===== src/rtl/ntmm_pkg.sv =====
// Package for the neighbor type-mixing metric block: widths, codes, item types.
// No dependencies.
`timescale 1ns / 1ps
`default_nettype none
package ntmm_pkg;
  localparam int MaxTypes     = 4;
  localparam int MaxNeighbors = 256;
  localparam int CoordBits    = 24;
  localparam int CntW         = $clog2(MaxNeighbors + 1);
  localparam int TypeIdxW     = (MaxTypes > 1) ? $clog2(MaxTypes) : 1;

  typedef enum logic [1:0] {
    REG_CUT_SQ    = 2'd0,
    REG_THRESHOLD = 2'd1,
    REG_TYPE_FRAC = 2'd2,
    REG_NUM_TYPES = 2'd3
  } reg_idx_e;

  typedef struct packed {
    logic [CoordBits-1:0] center_x;
    logic [CoordBits-1:0] center_y;
    logic [CoordBits-1:0] center_z;
    logic [CoordBits-1:0] nbr_x;
    logic [CoordBits-1:0] nbr_y;
    logic [CoordBits-1:0] nbr_z;
    logic [2:0]           nbr_type;
    logic                 has_neighbor;
    logic                 last_of_atom;
    logic                 in_group;
  } in_item_t;

  typedef struct packed {
    logic [31:0] phase_value;
    logic        above_threshold;
    logic        zero_neighbors;
    logic        group_member;
    logic [47:0] total_sum;
    logic [31:0] count_above;
  } out_item_t;

  typedef struct packed {
    logic [63:0] cfg_data;
    logic [63:0] cfg_index;
  } cfg_req_t;
endpackage
`default_nettype wire


===== src/rtl/ntmm_if.sv =====
// Valid/ready channel interfaces for items and configuration writes.
// Depends on ntmm_pkg.
`timescale 1ns / 1ps
`default_nettype none
interface ntmm_in_if import ntmm_pkg::*; ();
  logic     valid;
  logic     ready;
  in_item_t data;
  modport source (output valid, output data, input ready);
  modport sink (input valid, input data, output ready);
endinterface

interface ntmm_out_if import ntmm_pkg::*; ();
  logic      valid;
  logic      ready;
  out_item_t data;
  modport source (output valid, output data, input ready);
  modport sink (input valid, input data, output ready);
endinterface

interface ntmm_cfg_if import ntmm_pkg::*; ();
  logic        valid;
  logic        ready;
  logic [63:0] index;
  logic [63:0] data;
  modport source (output valid, output index, output data, input ready);
  modport sink (input valid, input index, input data, output ready);
endinterface
`default_nettype wire


===== src/rtl/ntmm_divider.sv =====
// Restoring radix-2 divider, one quotient bit per cycle (17-bit quotient).
// Depends on ntmm_pkg.
`timescale 1ns / 1ps
`default_nettype none
module ntmm_divider import ntmm_pkg::*; (
  input  wire logic                clk_i,
  input  wire logic                rst_ni,
  input  wire logic                start_i,
  input  wire logic [CntW+16-1:0]  dividend_i,
  input  wire logic [CntW-1:0]     divisor_i,
  output logic                     done_o,
  output logic [16:0]              quotient_o
);
  localparam int NumW = CntW + 16;
  localparam int StepW = $clog2(NumW + 1);

  logic [NumW-1:0]  num_q;
  logic [CntW:0]    rem_q;
  logic [CntW-1:0]  den_q;
  logic [StepW-1:0] step_q;
  logic             busy_q;
  logic [CntW:0]    trial;
  logic [CntW:0]    shifted;

  // Shift one dividend bit into the remainder and try a subtract
  assign shifted = {rem_q[CntW-1:0], num_q[NumW-1]};
  assign trial   = shifted - {1'b0, den_q};

  always_ff @(posedge clk_i or negedge rst_ni) begin
    if (!rst_ni) begin
      busy_q <= 1'b0;
      done_o <= 1'b0;
      step_q <= '0;
    end else begin
      done_o <= 1'b0;
      if (start_i) begin
        busy_q <= 1'b1;
        num_q  <= dividend_i;
        den_q  <= divisor_i;
        rem_q  <= '0;
        step_q <= StepW'(NumW);
      end else if (busy_q) begin
        if (!trial[CntW]) rem_q <= trial;
        else rem_q <= shifted;
        num_q  <= {num_q[NumW-2:0], ~trial[CntW]};
        step_q <= step_q - 1'b1;
        if (step_q == StepW'(1)) begin
          busy_q <= 1'b0;
          done_o <= 1'b1;
        end
      end
    end
  end

  assign quotient_o = num_q[16:0];
endmodule
`default_nettype wire


===== src/rtl/ntmm_accum.sv =====
// Per-atom neighbor counter: squared distance via one shared 25x25 multiplier.
// Depends on ntmm_pkg.
`timescale 1ns / 1ps
`default_nettype none
module ntmm_accum import ntmm_pkg::*; (
  input  wire logic                clk_i,
  input  wire logic                rst_ni,
  input  wire logic                start_i,
  input  wire in_item_t            item_i,
  input  wire logic [51:0]         cut_sq_i,
  input  wire logic                clear_i,
  output logic                     done_o,
  output logic [CntW-1:0]          total_o,
  output logic [MaxTypes-1:0][CntW-1:0] counts_o
);
  typedef enum logic [1:0] {ACC_IDLE, ACC_MUL, ACC_LAST} acc_state_e;

  acc_state_e        state_q;
  logic [1:0]        axis_q;
  logic [64:0]       dist_q;
  logic [CoordBits:0] diff;
  logic [CoordBits:0] mag;
  logic [2*CoordBits+1:0] prod;
  logic [CoordBits-1:0] ca, nb;
  logic [65:0]       sum_next;
  logic [2:0]        ty;

  // Select one axis per cycle for the shared multiplier
  always_comb begin
    unique case (axis_q)
      2'd0:    begin ca = item_i.center_x; nb = item_i.nbr_x; end
      2'd1:    begin ca = item_i.center_y; nb = item_i.nbr_y; end
      default: begin ca = item_i.center_z; nb = item_i.nbr_z; end
    endcase
    diff = {ca[CoordBits-1], ca} - {nb[CoordBits-1], nb};
    mag  = diff[CoordBits] ? -diff : diff;
    prod = mag * mag;
    sum_next = {1'b0, dist_q} + 66'(prod);
  end

  assign ty = item_i.nbr_type;

  always_ff @(posedge clk_i or negedge rst_ni) begin
    if (!rst_ni) begin
      state_q  <= ACC_IDLE;
      done_o   <= 1'b0;
      total_o  <= '0;
      counts_o <= '0;
      axis_q   <= '0;
      dist_q   <= '0;
    end else begin
      done_o <= 1'b0;
      if (clear_i) begin
        total_o  <= '0;
        counts_o <= '0;
      end
      unique case (state_q)
        ACC_IDLE: begin
          if (start_i) begin
            axis_q  <= '0;
            dist_q  <= '0;
            state_q <= item_i.has_neighbor ? ACC_MUL : ACC_LAST;
          end
        end
        ACC_MUL: begin
          dist_q <= sum_next[64:0];
          axis_q <= axis_q + 1'b1;
          if (axis_q == 2'd2) state_q <= ACC_LAST;
        end
        ACC_LAST: begin
          // Count when the item has a neighbor inside the cutoff
          if (item_i.has_neighbor && dist_q < 65'(cut_sq_i)) begin
            if (total_o < CntW'(MaxNeighbors)) total_o <= total_o + 1'b1;
            if (ty >= 3'd1 && ty <= 3'(MaxTypes)) begin
              if (counts_o[TypeIdxW'(ty - 3'd1)] < CntW'(MaxNeighbors))
                counts_o[TypeIdxW'(ty - 3'd1)] <= counts_o[TypeIdxW'(ty - 3'd1)] + 1'b1;
            end
          end
          done_o  <= 1'b1;
          state_q <= ACC_IDLE;
        end
        default: state_q <= ACC_IDLE;
      endcase
    end
  end
endmodule
`default_nettype wire


===== src/rtl/neighbor_type_mixing_metric.sv =====
// Top level of the neighbor type-mixing metric block.
// Depends on ntmm_pkg, ntmm_if, ntmm_accum and ntmm_divider.
//
// Usage: requests arrive on in_if, one neighbor per request, the centre position
// repeated each time. Configuration writes come on cfg_if (index, data); the user
// must make them only while the block is idle, as the block itself does not
// enforce this. A request marked last_of_atom produces one result on out_if;
// other requests produce none. Sequence: a neighbor request goes from accept to
// the next accept through accept, accumulator start, one multiply step per axis
// on the shared squaring multiplier, one compare and one handoff; an empty
// request skips the multiply. A last request of a group atom then takes, per
// type in use, one pass of the shared bit-serial divider (load, the quotient
// bits in turn, done) plus a squaring step, then one rounding and one output
// step, after which the next request is taken. With no counted neighbor the
// divider is skipped; a non-member atom or num_types of zero goes straight to
// rounding and output.
// Reset clears all counts, running totals and configuration to their defaults.
// A result is held in the output register while the receiver stalls; requests
// keep flowing meanwhile, and the next result waits until that register is taken.
`timescale 1ns / 1ps
`default_nettype none
module neighbor_type_mixing_metric import ntmm_pkg::*; (
  input  wire logic clk_i,
  input  wire logic rst_ni,
  ntmm_in_if.sink   in_if,
  ntmm_cfg_if.sink  cfg_if,
  ntmm_out_if.source out_if
);
  typedef enum logic [2:0] {
    ST_IDLE, ST_ACC, ST_DIV, ST_SQ, ST_ROUND, ST_OUT
  } state_e;

  state_e        state_q;
  in_item_t      item_q;
  logic [51:0]   cut_sq_q;
  logic [31:0]   threshold_q;
  logic [63:0]   frac_q;
  logic [2:0]    num_types_q;
  logic [47:0]   run_sum_q;
  logic [31:0]   run_above_q;
  logic [TypeIdxW:0] t_q;
  logic [TypeIdxW:0] nt_lim;
  logic [34:0]   sum_q;
  logic [16:0]   loc_q;
  logic          acc_start_q, div_start_q, clear_q;
  logic          acc_done, div_done;
  logic [CntW-1:0] total;
  logic [MaxTypes-1:0][CntW-1:0] counts;
  logic [16:0]   quot;
  logic [15:0]   glob;
  logic [17:0]   dlt;
  logic [16:0]   dmag;
  logic [33:0]   dsq;
  logic [33:0]   rnd;
  logic [31:0]   metric;
  logic [48:0]   sum_ext;
  out_item_t     out_q;
  logic          out_valid_q;

  ntmm_accum u_accum (
    .clk_i, .rst_ni, .start_i(acc_start_q), .item_i(item_q), .cut_sq_i(cut_sq_q),
    .clear_i(clear_q), .done_o(acc_done), .total_o(total), .counts_o(counts)
  );

  ntmm_divider u_div (
    .clk_i, .rst_ni, .start_i(div_start_q),
    .dividend_i({counts[t_q[TypeIdxW-1:0]], 16'd0} + (CntW+16)'(total >> 1)),
    .divisor_i(total), .done_o(div_done), .quotient_o(quot)
  );

  assign nt_lim = (num_types_q > 3'(MaxTypes)) ? (TypeIdxW+1)'(MaxTypes)
                                               : (TypeIdxW+1)'(num_types_q);
  assign glob   = frac_q[16*t_q[TypeIdxW-1:0] +: 16];
  assign dlt    = {1'b0, loc_q} - {2'b0, glob};
  assign dmag   = dlt[17] ? 17'(-dlt) : dlt[16:0];
  assign dsq    = dmag * dmag;
  assign rnd    = 34'((sum_q + 35'd2) >> 2);
  assign metric = (rnd > 34'hFFFFFFFF) ? 32'hFFFFFFFF : rnd[31:0];
  assign sum_ext = {1'b0, run_sum_q} + 49'(metric);

  assign in_if.ready  = (state_q == ST_IDLE);
  assign cfg_if.ready = 1'b1;
  assign out_if.valid = out_valid_q;
  assign out_if.data  = out_q;

  // Configuration register writes
  always_ff @(posedge clk_i or negedge rst_ni) begin
    if (!rst_ni) begin
      cut_sq_q    <= '0;
      threshold_q <= 32'hFFFFFFFF;
      frac_q      <= '0;
      num_types_q <= 3'd2;
    end else if (cfg_if.valid) begin
      if (cfg_if.index == 64'(REG_CUT_SQ))    cut_sq_q    <= cfg_if.data[51:0];
      if (cfg_if.index == 64'(REG_THRESHOLD)) threshold_q <= cfg_if.data[31:0];
      if (cfg_if.index == 64'(REG_TYPE_FRAC)) frac_q      <= cfg_if.data;
      if (cfg_if.index == 64'(REG_NUM_TYPES)) num_types_q <= cfg_if.data[2:0];
    end
  end

  // Sequencer over the accumulator and the shared divider
  always_ff @(posedge clk_i or negedge rst_ni) begin
    if (!rst_ni) begin
      state_q     <= ST_IDLE;
      acc_start_q <= 1'b0;
      div_start_q <= 1'b0;
      clear_q     <= 1'b0;
      out_valid_q <= 1'b0;
      run_sum_q   <= '0;
      run_above_q <= '0;
      t_q         <= '0;
      sum_q       <= '0;
      loc_q       <= '0;
    end else begin
      acc_start_q <= 1'b0;
      div_start_q <= 1'b0;
      clear_q     <= 1'b0;
      if (out_valid_q && out_if.ready) out_valid_q <= 1'b0;
      unique case (state_q)
        ST_IDLE: begin
          if (in_if.valid && in_if.ready) begin
            item_q      <= in_if.data;
            acc_start_q <= 1'b1;
            state_q     <= ST_ACC;
          end
        end
        ST_ACC: begin
          if (acc_done) begin
            t_q   <= '0;
            sum_q <= '0;
            if (!item_q.last_of_atom) state_q <= ST_IDLE;
            else if (!item_q.in_group) state_q <= ST_ROUND;
            else if (nt_lim == '0) state_q <= ST_ROUND;
            else if (total == '0) begin
              loc_q   <= '0;
              state_q <= ST_SQ;
            end else begin
              div_start_q <= 1'b1;
              state_q     <= ST_DIV;
            end
          end
        end
        ST_DIV: begin
          if (div_done) begin
            loc_q   <= quot;
            state_q <= ST_SQ;
          end
        end
        ST_SQ: begin
          // Add this type's squared deviation, then advance to the next type
          sum_q <= sum_q + 35'(dsq);
          t_q   <= t_q + 1'b1;
          if (t_q + 1'b1 == nt_lim) state_q <= ST_ROUND;
          else if (total == '0) loc_q <= '0;
          else begin
            div_start_q <= 1'b1;
            state_q     <= ST_DIV;
          end
        end
        ST_ROUND: begin
          // Hold until the previous result has left the output register
          if (!out_valid_q || out_if.ready) begin
            if (item_q.in_group) begin
              run_sum_q <= sum_ext[48] ? 48'hFFFFFFFFFFFF : sum_ext[47:0];
              if (metric > threshold_q && run_above_q != 32'hFFFFFFFF)
                run_above_q <= run_above_q + 1'b1;
            end
            out_q.phase_value     <= item_q.in_group ? metric : '0;
            out_q.above_threshold <= item_q.in_group && (metric > threshold_q);
            out_q.zero_neighbors  <= item_q.in_group && (total == '0);
            state_q               <= ST_OUT;
          end
        end
        ST_OUT: begin
          out_q.group_member <= item_q.in_group;
          out_q.total_sum    <= run_sum_q;
          out_q.count_above  <= run_above_q;
          out_valid_q        <= 1'b1;
          clear_q            <= 1'b1;
          state_q            <= ST_IDLE;
        end
        default: state_q <= ST_IDLE;
      endcase
    end
  end
endmodule
`default_nettype wire


===== src/flat_wrapper.sv =====
// flat-port wrapper written by rule: the top's interface ports become plain ports
module neighbor_type_mixing_metric_flat import ntmm_pkg::*;
  (clk_i, rst_ni, in_if_valid, in_if_data, in_if_ready, cfg_if_valid, cfg_if_index, cfg_if_data, cfg_if_ready, out_if_valid, out_if_data, out_if_ready);
  ntmm_in_if in_if_i ();
  ntmm_cfg_if cfg_if_i ();
  ntmm_out_if out_if_i ();
  input  wire logic clk_i;
  input  wire logic rst_ni;
  input wire logic [$bits(in_if_i.valid)-1:0] in_if_valid;
  input wire logic [$bits(in_if_i.data)-1:0] in_if_data;
  output wire logic [$bits(in_if_i.ready)-1:0] in_if_ready;
  input wire logic [$bits(cfg_if_i.valid)-1:0] cfg_if_valid;
  input wire logic [$bits(cfg_if_i.index)-1:0] cfg_if_index;
  input wire logic [$bits(cfg_if_i.data)-1:0] cfg_if_data;
  output wire logic [$bits(cfg_if_i.ready)-1:0] cfg_if_ready;
  output wire logic [$bits(out_if_i.valid)-1:0] out_if_valid;
  output wire logic [$bits(out_if_i.data)-1:0] out_if_data;
  input wire logic [$bits(out_if_i.ready)-1:0] out_if_ready;
  assign in_if_i.valid = in_if_valid;
  assign in_if_i.data = in_if_data;
  assign in_if_ready = in_if_i.ready;
  assign cfg_if_i.valid = cfg_if_valid;
  assign cfg_if_i.index = cfg_if_index;
  assign cfg_if_i.data = cfg_if_data;
  assign cfg_if_ready = cfg_if_i.ready;
  assign out_if_valid = out_if_i.valid;
  assign out_if_data = out_if_i.data;
  assign out_if_i.ready = out_if_ready;
  neighbor_type_mixing_metric u_core (.clk_i(clk_i), .rst_ni(rst_ni), .in_if(in_if_i), .cfg_if(cfg_if_i), .out_if(out_if_i));
endmodule

===== config.mk =====
export PLATFORM = sky130hd
export DESIGN_NAME = neighbor_type_mixing_metric_flat
export DESIGN_NICKNAME = d
export VERILOG_FILES = /design/src/rtl/ntmm_pkg.sv /design/src/rtl/ntmm_if.sv /design/src/rtl/ntmm_divider.sv /design/src/rtl/ntmm_accum.sv /design/src/rtl/neighbor_type_mixing_metric.sv /design/src/flat_wrapper.sv
export SDC_FILE = /design/constraint.sdc
export NUM_CORES = 2
export LEC_CHECK = 0
export CAP_MARGIN = 10
export CORE_MARGIN = 10
export CORE_UTILIZATION = 30
export DETAILED_ROUTE_END_ITERATION = 6
export DONT_BUFFER_PORTS = 1
export GPL_TIMING_DRIVEN = 0
export SLEW_MARGIN = 20
export SYNTH_ARGS = -nofsm -noshare
export SYNTH_HDL_FRONTEND = slang
export SYNTH_SLANG_ARGS = --single-unit

===== constraint.sdc =====
create_clock -name clk_i -period 11.3 [get_ports clk_i]
set_input_delay 2.26 -clock clk_i [delete_from_list [all_inputs] [get_ports clk_i]]
set_output_delay 2.26 -clock clk_i [all_outputs]
set_load 0.03 [all_outputs]

* Yosys cells after proc, flatten, opt, wreduce, memory -nomap -nowiden
Index checks and enable logic that the tools add are counted.
** Cells by class
- Shift operators :: 1
- Divide/modulo/power cells :: 0
- Multipliers :: 2
- Reductions and logical operators :: 37
- Bitwise logic cells :: 1
- Mux-type cells :: 79
- Equal/unequal tests :: 26
- Add/sub/neg operators :: 17
- Magnitude comparators :: 11
** Operators by type and width (count)
- $mux W36 :: 5
- $mux W17 :: 8
- $pmux W65 S2 :: 1
- $eq A64 B2 Y1 const B :: 2
- $pmux W24 S2 :: 2
- $mux W25 :: 3
- $pmux W35 S2 :: 1
- $add A65 B50 Y65 :: 1
- $lt A65 B52 Y1 :: 1
- $mux W65 :: 1
- $eq A64 B1 Y1 const B :: 1
- $logic_not A64 Y1 :: 1
- $shiftx A64 B7 Y16 :: 1
- $mux W9 :: 7
- $pmux W17 S3 :: 1
- $mul A25 B25 Y50 :: 1
- $add A48 B32 Y49 :: 1
- $mux W48 :: 1
- $bmux W9 S2 :: 2
- $bwmux W36 :: 1
- $add A35 B2 Y35 const B :: 1
- $add A35 B34 Y35 :: 1
- $mux W35 :: 1
- $mul A17 B17 Y34 :: 1
- other kinds (56) :: 128
** Storage, ports and cells
- Bits in registers :: 724
- Word-level logic and storage cells :: 219
- Memories kept :: 0
- RAM bits :: 0
- Input bits :: 283
- Memory bits (read-only) :: 0
- Output and inout port bits :: 118
- Bits in latches :: 0

* Depth between registers and ports, before layout
- Depth after elaboration :: 10
- Mapped depth :: 51
- Mapped depth without buffers :: 47

* Hierarchy
From an unflattened synthesis, not the netlist that was laid out.
** Second synthesis, totals
- Cell total of the unflattened synthesis :: 6333
- Area, all modules :: 65031.1 µm²
** Modules (own cells, without submodules)
- neighbor_type_mixing_metric :: area each 33862.5 µm², sequential area each 15331.0 µm², instances 1, cells each 2913
- ntmm_accum :: area each 28378.5 µm², sequential area each 2877.8 µm², instances 1, cells each 3194
- ntmm_divider :: area each 2790.2 µm², sequential area each 1466.4 µm², instances 1, cells each 226

* Worst setup path before layout
Ideal clock, no wire load.
- Kind :: register to register
- Start point :: register u_core.u_accum.axis_q[0]
- End point :: register u_core.u_accum.dist_q[57]
- Library setup time :: 0.131 ns
- Cell stages (with the launch flop) :: 44
- Path slack :: -0.240 ns
- Arrival time :: 11.408 ns
- Path buffers :: 4
- Data required time :: 11.169 ns
- Period minus slack after synthesis :: 11.540 ns
- Cell sequence :: dfrtp_1 -> inv_1 -> ha_1 -> nor2_1 -> clkbuf_1 -> clkbuf_1 -> a21oi_1 -> ha_1 -> o21ai_1 -> o21a_1 -> nor4_1 -> or2_4 -> a41oi_2 -> xnor2_1 -> a2111o_1 -> or3_1 -> or4b_4 -> and2_1 -> (+8 left out) -> fa_1 -> fa_1 -> fa_1 -> inv_1 -> fa_1 -> inv_1 -> ha_1 -> nand4_1 -> or4_1 -> a211oi_1 -> o21ai_0 -> a21oi_1 -> a2111oi_0 -> nand2b_1 -> o21a_1 -> clkbuf_1 -> o211ai_1 -> o31ai_1
** Between the ends
- Cells in the longest elaborated chain, start to end :: 8
- Elaborated cells between the ends (all ways) :: 10
- Classes of those cells :: add/sub: 3; mul: 1; eq/ne: 1; mux: 4; reduce/logical: 1
** Ends and longest elaborated chain
- start, declared :: RTL line ntmm_accum.sv:19 : logic [1:0] axis_q;
- start signal, assigned :: RTL line ntmm_accum.sv:67 : axis_q <= axis_q + 1'b1;
- $eq A2 B1 Y1 / $logic_not A2 Y1 (equally long branches) :: RTL line ntmm_accum.sv:30 : unique case (axis_q)
- $pmux W24 S2 :: RTL line ntmm_accum.sv:30
- $sub A24 B24 Y25 * :: RTL line ntmm_accum.sv:35 : diff = {ca[CoordBits-1], ca} - {nb[CoordBits-1], nb};
- $neg A25 Y25 :: RTL line ntmm_accum.sv:36 : mag = diff[CoordBits] ? -diff : diff;
- $mux W25 * :: RTL line ntmm_accum.sv:36
- $mul A25 B25 Y50 * :: RTL line ntmm_accum.sv:37 : prod = mag * mag;
- $add A65 B50 Y65 * :: RTL line ntmm_accum.sv:38 : sum_next = {1'b0, dist_q} + 66'(prod);
- $pmux W65 S2 * :: RTL line ntmm_accum.sv:57 : unique case (state_q)
- end signal, assigned :: RTL line ntmm_accum.sv:66 : dist_q <= sum_next[64:0];
- end, declared :: RTL line ntmm_accum.sv:20 : logic [64:0] dist_q;
Mark *: on every way between the ends. The rest lies on a longest branch, timed or not.
A chain may end at the register's enable or synchronous reset.

* Final worst setup path
- Start point :: register u_core.u_accum.axis_q[1]
- End point :: register u_core.u_accum.dist_q[61]
The elaborated chain is that of the path after synthesis.

==> run metrics <==
Rel. slew slack=16.7%; Remaining DRCs=0; initial antenna violation count=25; Area contributors post-synth=fa_1 (24%), dfrtp_1 (15%), edfxtp_1 (15%); worst setup margin=-0.706 ns; GPL Wtd Cong=0.953; Core Rows=roughly 170; dpl cells=approximately 9,000; max cap viols=0; clk slew on worst S/H paths=0.07 ns; initial DRC count=around 3,900; fin cells=roughly 9,300; critical path class=reg -> reg; Yosys top cell area share=a little under a quarter; Area Growth Syn to Fin=15.5%; crit end category=flip-flop; placed cell area=between 60,000 and 70,000 um^2; post-layout util=a little over a third; sequential fraction of the synthesis area=31.0%; Synth warnings=0; clock buffer depth=3; CP most frequent cell=fa_1; Detail Route Antenna Nets=0; root buffer cell=clkbuf_16; vias in the first global route=~49,000; Slew Viols, Final=0; cell taking the most area after synthesis=fa_1; Die ar.=about 230,000 um^2; Synth Area per Inst=a little over 10 um^2; Max Fclk=about 0.083 GHz; routed len/inst=between 20 and 25 um; Worst-Skew Late Latency=0.74 ns; Netlist cell types=90; Buffers on Ports=0; final period utilization=106%; I/O pin count=~400; Seq cells post-synth=roughly 720; worst-margin pin slew=1.25 ns; detailed-route via count=between 40,000 and 50,000; Final setup viols=33; cts hold-fix bufs=0; mapped cell area=between 60,000 and 70,000 um^2; Critical Path Start Type=flip-flop; Nets=approximately 8,000; share of layout cells above drive strength 1=12.4%; post-route cell area=between 70,000 and 80,000 um^2; via/cell ratio=between 4 and 5; first-pass GRT wire length=about 300,000 um; Total GRT Usage=between 15 and 20%; H-tree depth=3; outcome=complete, but fails checks; DP HPWL=roughly 150,000 um; fraction of registers with async set/reset=~57%; RSZ-0062 raised after global routing=yes; Critical Path RT=approximately 12 ns; total grt overflow=0; drt pass-1 iters=6; Final Skew=~0.056 ns; core region area=between 200,000 and 250,000 um^2; initial core utilization=a little under a third; max incr delay on CP=a little under 0.6 ns; Tmin final=12.01 ns; failing checks=negative setup slack; Final Hold Viols=0; setup TNS=-14.36 ns; DIE WIDTH=~480 um; cell count after synthesis=just over 6,000; Hold Crit Class=reg -> reg; drt total wl=194,000 um; TritonCTS clock tree=built; CTS sink cnt=between 700 and 800; CP Max Fanout=7; Die Height=480 um; CTS buffer count=84; largest net degree at the start of global routing=428; Slowest cell on crit path=or4_4; Fill cells=20,842; Post-synth EDFFs=~310; crit path DAT=between 10 and 15 ns; Top FF cell, synth=dfrtp_1
cell usage after synthesis (all sizes together) (95+ instances only):
cell	instances
inv	1125
fa	751
nand2	571
ha	479
nor2	399
dfrtp	382
edfxtp	308
o21ai	295
a21oi	212
clkbuf	183
xnor2	163
a21o	153
mux2	95
what timing repair did:
item / 4_1_cts / 5_1_grt
cloned: 1 / 0
pin swaps: 57 / 120
setup endpoints to repair: 76 / 53
buffers inserted: 64 / 68
hold endpoints to repair: 0 / 0
resized for setup: 293 / 238
stage by stage:
step                      setup WS, ns  hold WS, ns
after global routing             -1.02        0.493
after global placement           -3.63        0.464
final                           -0.706        0.479
after detailed placement         -3.11        0.462
after CTS                       -0.701        0.479
after floorplan                 0.0402        0.446
logic make-up after synthesis:
logic type      Yosys count  synth area share [%]
fa+ha+maj              1230                  33.2
mux                     148                  3.18
compound gates         1003                  10.2
xor+xnor                255                  3.53
simple gates           1491                  11.0
buf+inv                1340                  7.95
other cells               2                0.0118
flops                   723                  31.0
state kept, by name (all words and copies together), names as in the netlist, 5 cells and up:
name and cells:
u_core.item_q 150, u_core.out_if.data 115, u_core.u_accum.dist_q 65, u_core.frac_q 64, u_core.cut_sq_q 52, u_core.run_sum_q 48, u_core.u_accum.counts_o 36, u_core.sum_q 35
u_core.run_above_q 32, u_core.threshold_q 32, u_core.u_div.num_q 25, u_core.loc_q 17, u_core.u_accum.total_o 9, u_core.u_div.den_q 9, u_core.u_div.rem_q 9, u_core.u_div.step_q 5
final cells by class:
class / count / area, um^2 / share of cell area, %
flip-flops and latches: 723 / 19700 / 26.9
inverters: 1137 / 4310 / 5.89
clock buffers: 110 / 2340 / 3.20
clock inverters: 48 / 651 / 0.889
diodes: 11 / 27.5 / 0.0376
well taps: 2805 / 3510 / 4.79
repair buffers: 154 / 1350 / 1.85
plain buffers: 192 / 1150 / 1.57
multi-input cells: 4148 / 40200 / 54.9
placed cells by master, fill, tap and decap left out, types with 55 or more instances in the layout:
master        n
fa_1        742
o21ai_0     267
inv_1      1100
xnor2_1     138
clkbuf_1    122
buf_4       142
a22o_1       57
nand2b_1     55
mux2_2       94
clkbuf_16    89
nor2_1      370
xor2_1       77
ha_1        458
nand3_1      60
edfxtp_1    308
a21o_1      152
a21oi_1     190
nand2_1     558
dfrtp_1     380
nand4_1      61
worst max-delay path: cells and delay by family (launching register included):
kind,cells,cell delay [ns]
AO/OA/AOI/OAI,12,2.73
XOR/XNOR,1,0.23
adder cells (fa/ha/maj),10,4.32
buffers and inverters,11,1.16
flip-flops,1,0.37
AND/OR/NAND/NOR,11,3.00
routing by layer:
layer,vias to the layer above,track usage [%],routed length [um]
met2,1591,26.9,90300
met4,20,6.09,7720
li1,20832,-,-
met3,357,3.52,14400
met1,23524,21.3,81100
met5,-,0,130
worst paths after layout:
path	from	end	slack, ns	depth (start not counted)
hold / removal	u_core.u_accum.dist_q[64]	u_core.u_accum.dist_q[64]	0.48	1
setup reg to reg	u_core.u_accum.axis_q[1]	u_core.u_accum.dist_q[61]	-0.71	45
hold reg to reg	u_core.u_accum.dist_q[64]	u_core.u_accum.dist_q[64]	0.48	1
min in group asynchronous	rst_ni	u_core.run_sum_q[10]	1.23	0
max in group asynchronous	rst_ni	u_core.u_accum.axis_q[0]	7.87	2
setup / recovery	u_core.u_accum.axis_q[1]	u_core.u_accum.dist_q[61]	-0.71	45
Power is left out: the tool's default activity adds up to more than one toggle a clock period on the data nets, which glitch-free logic cannot reach.
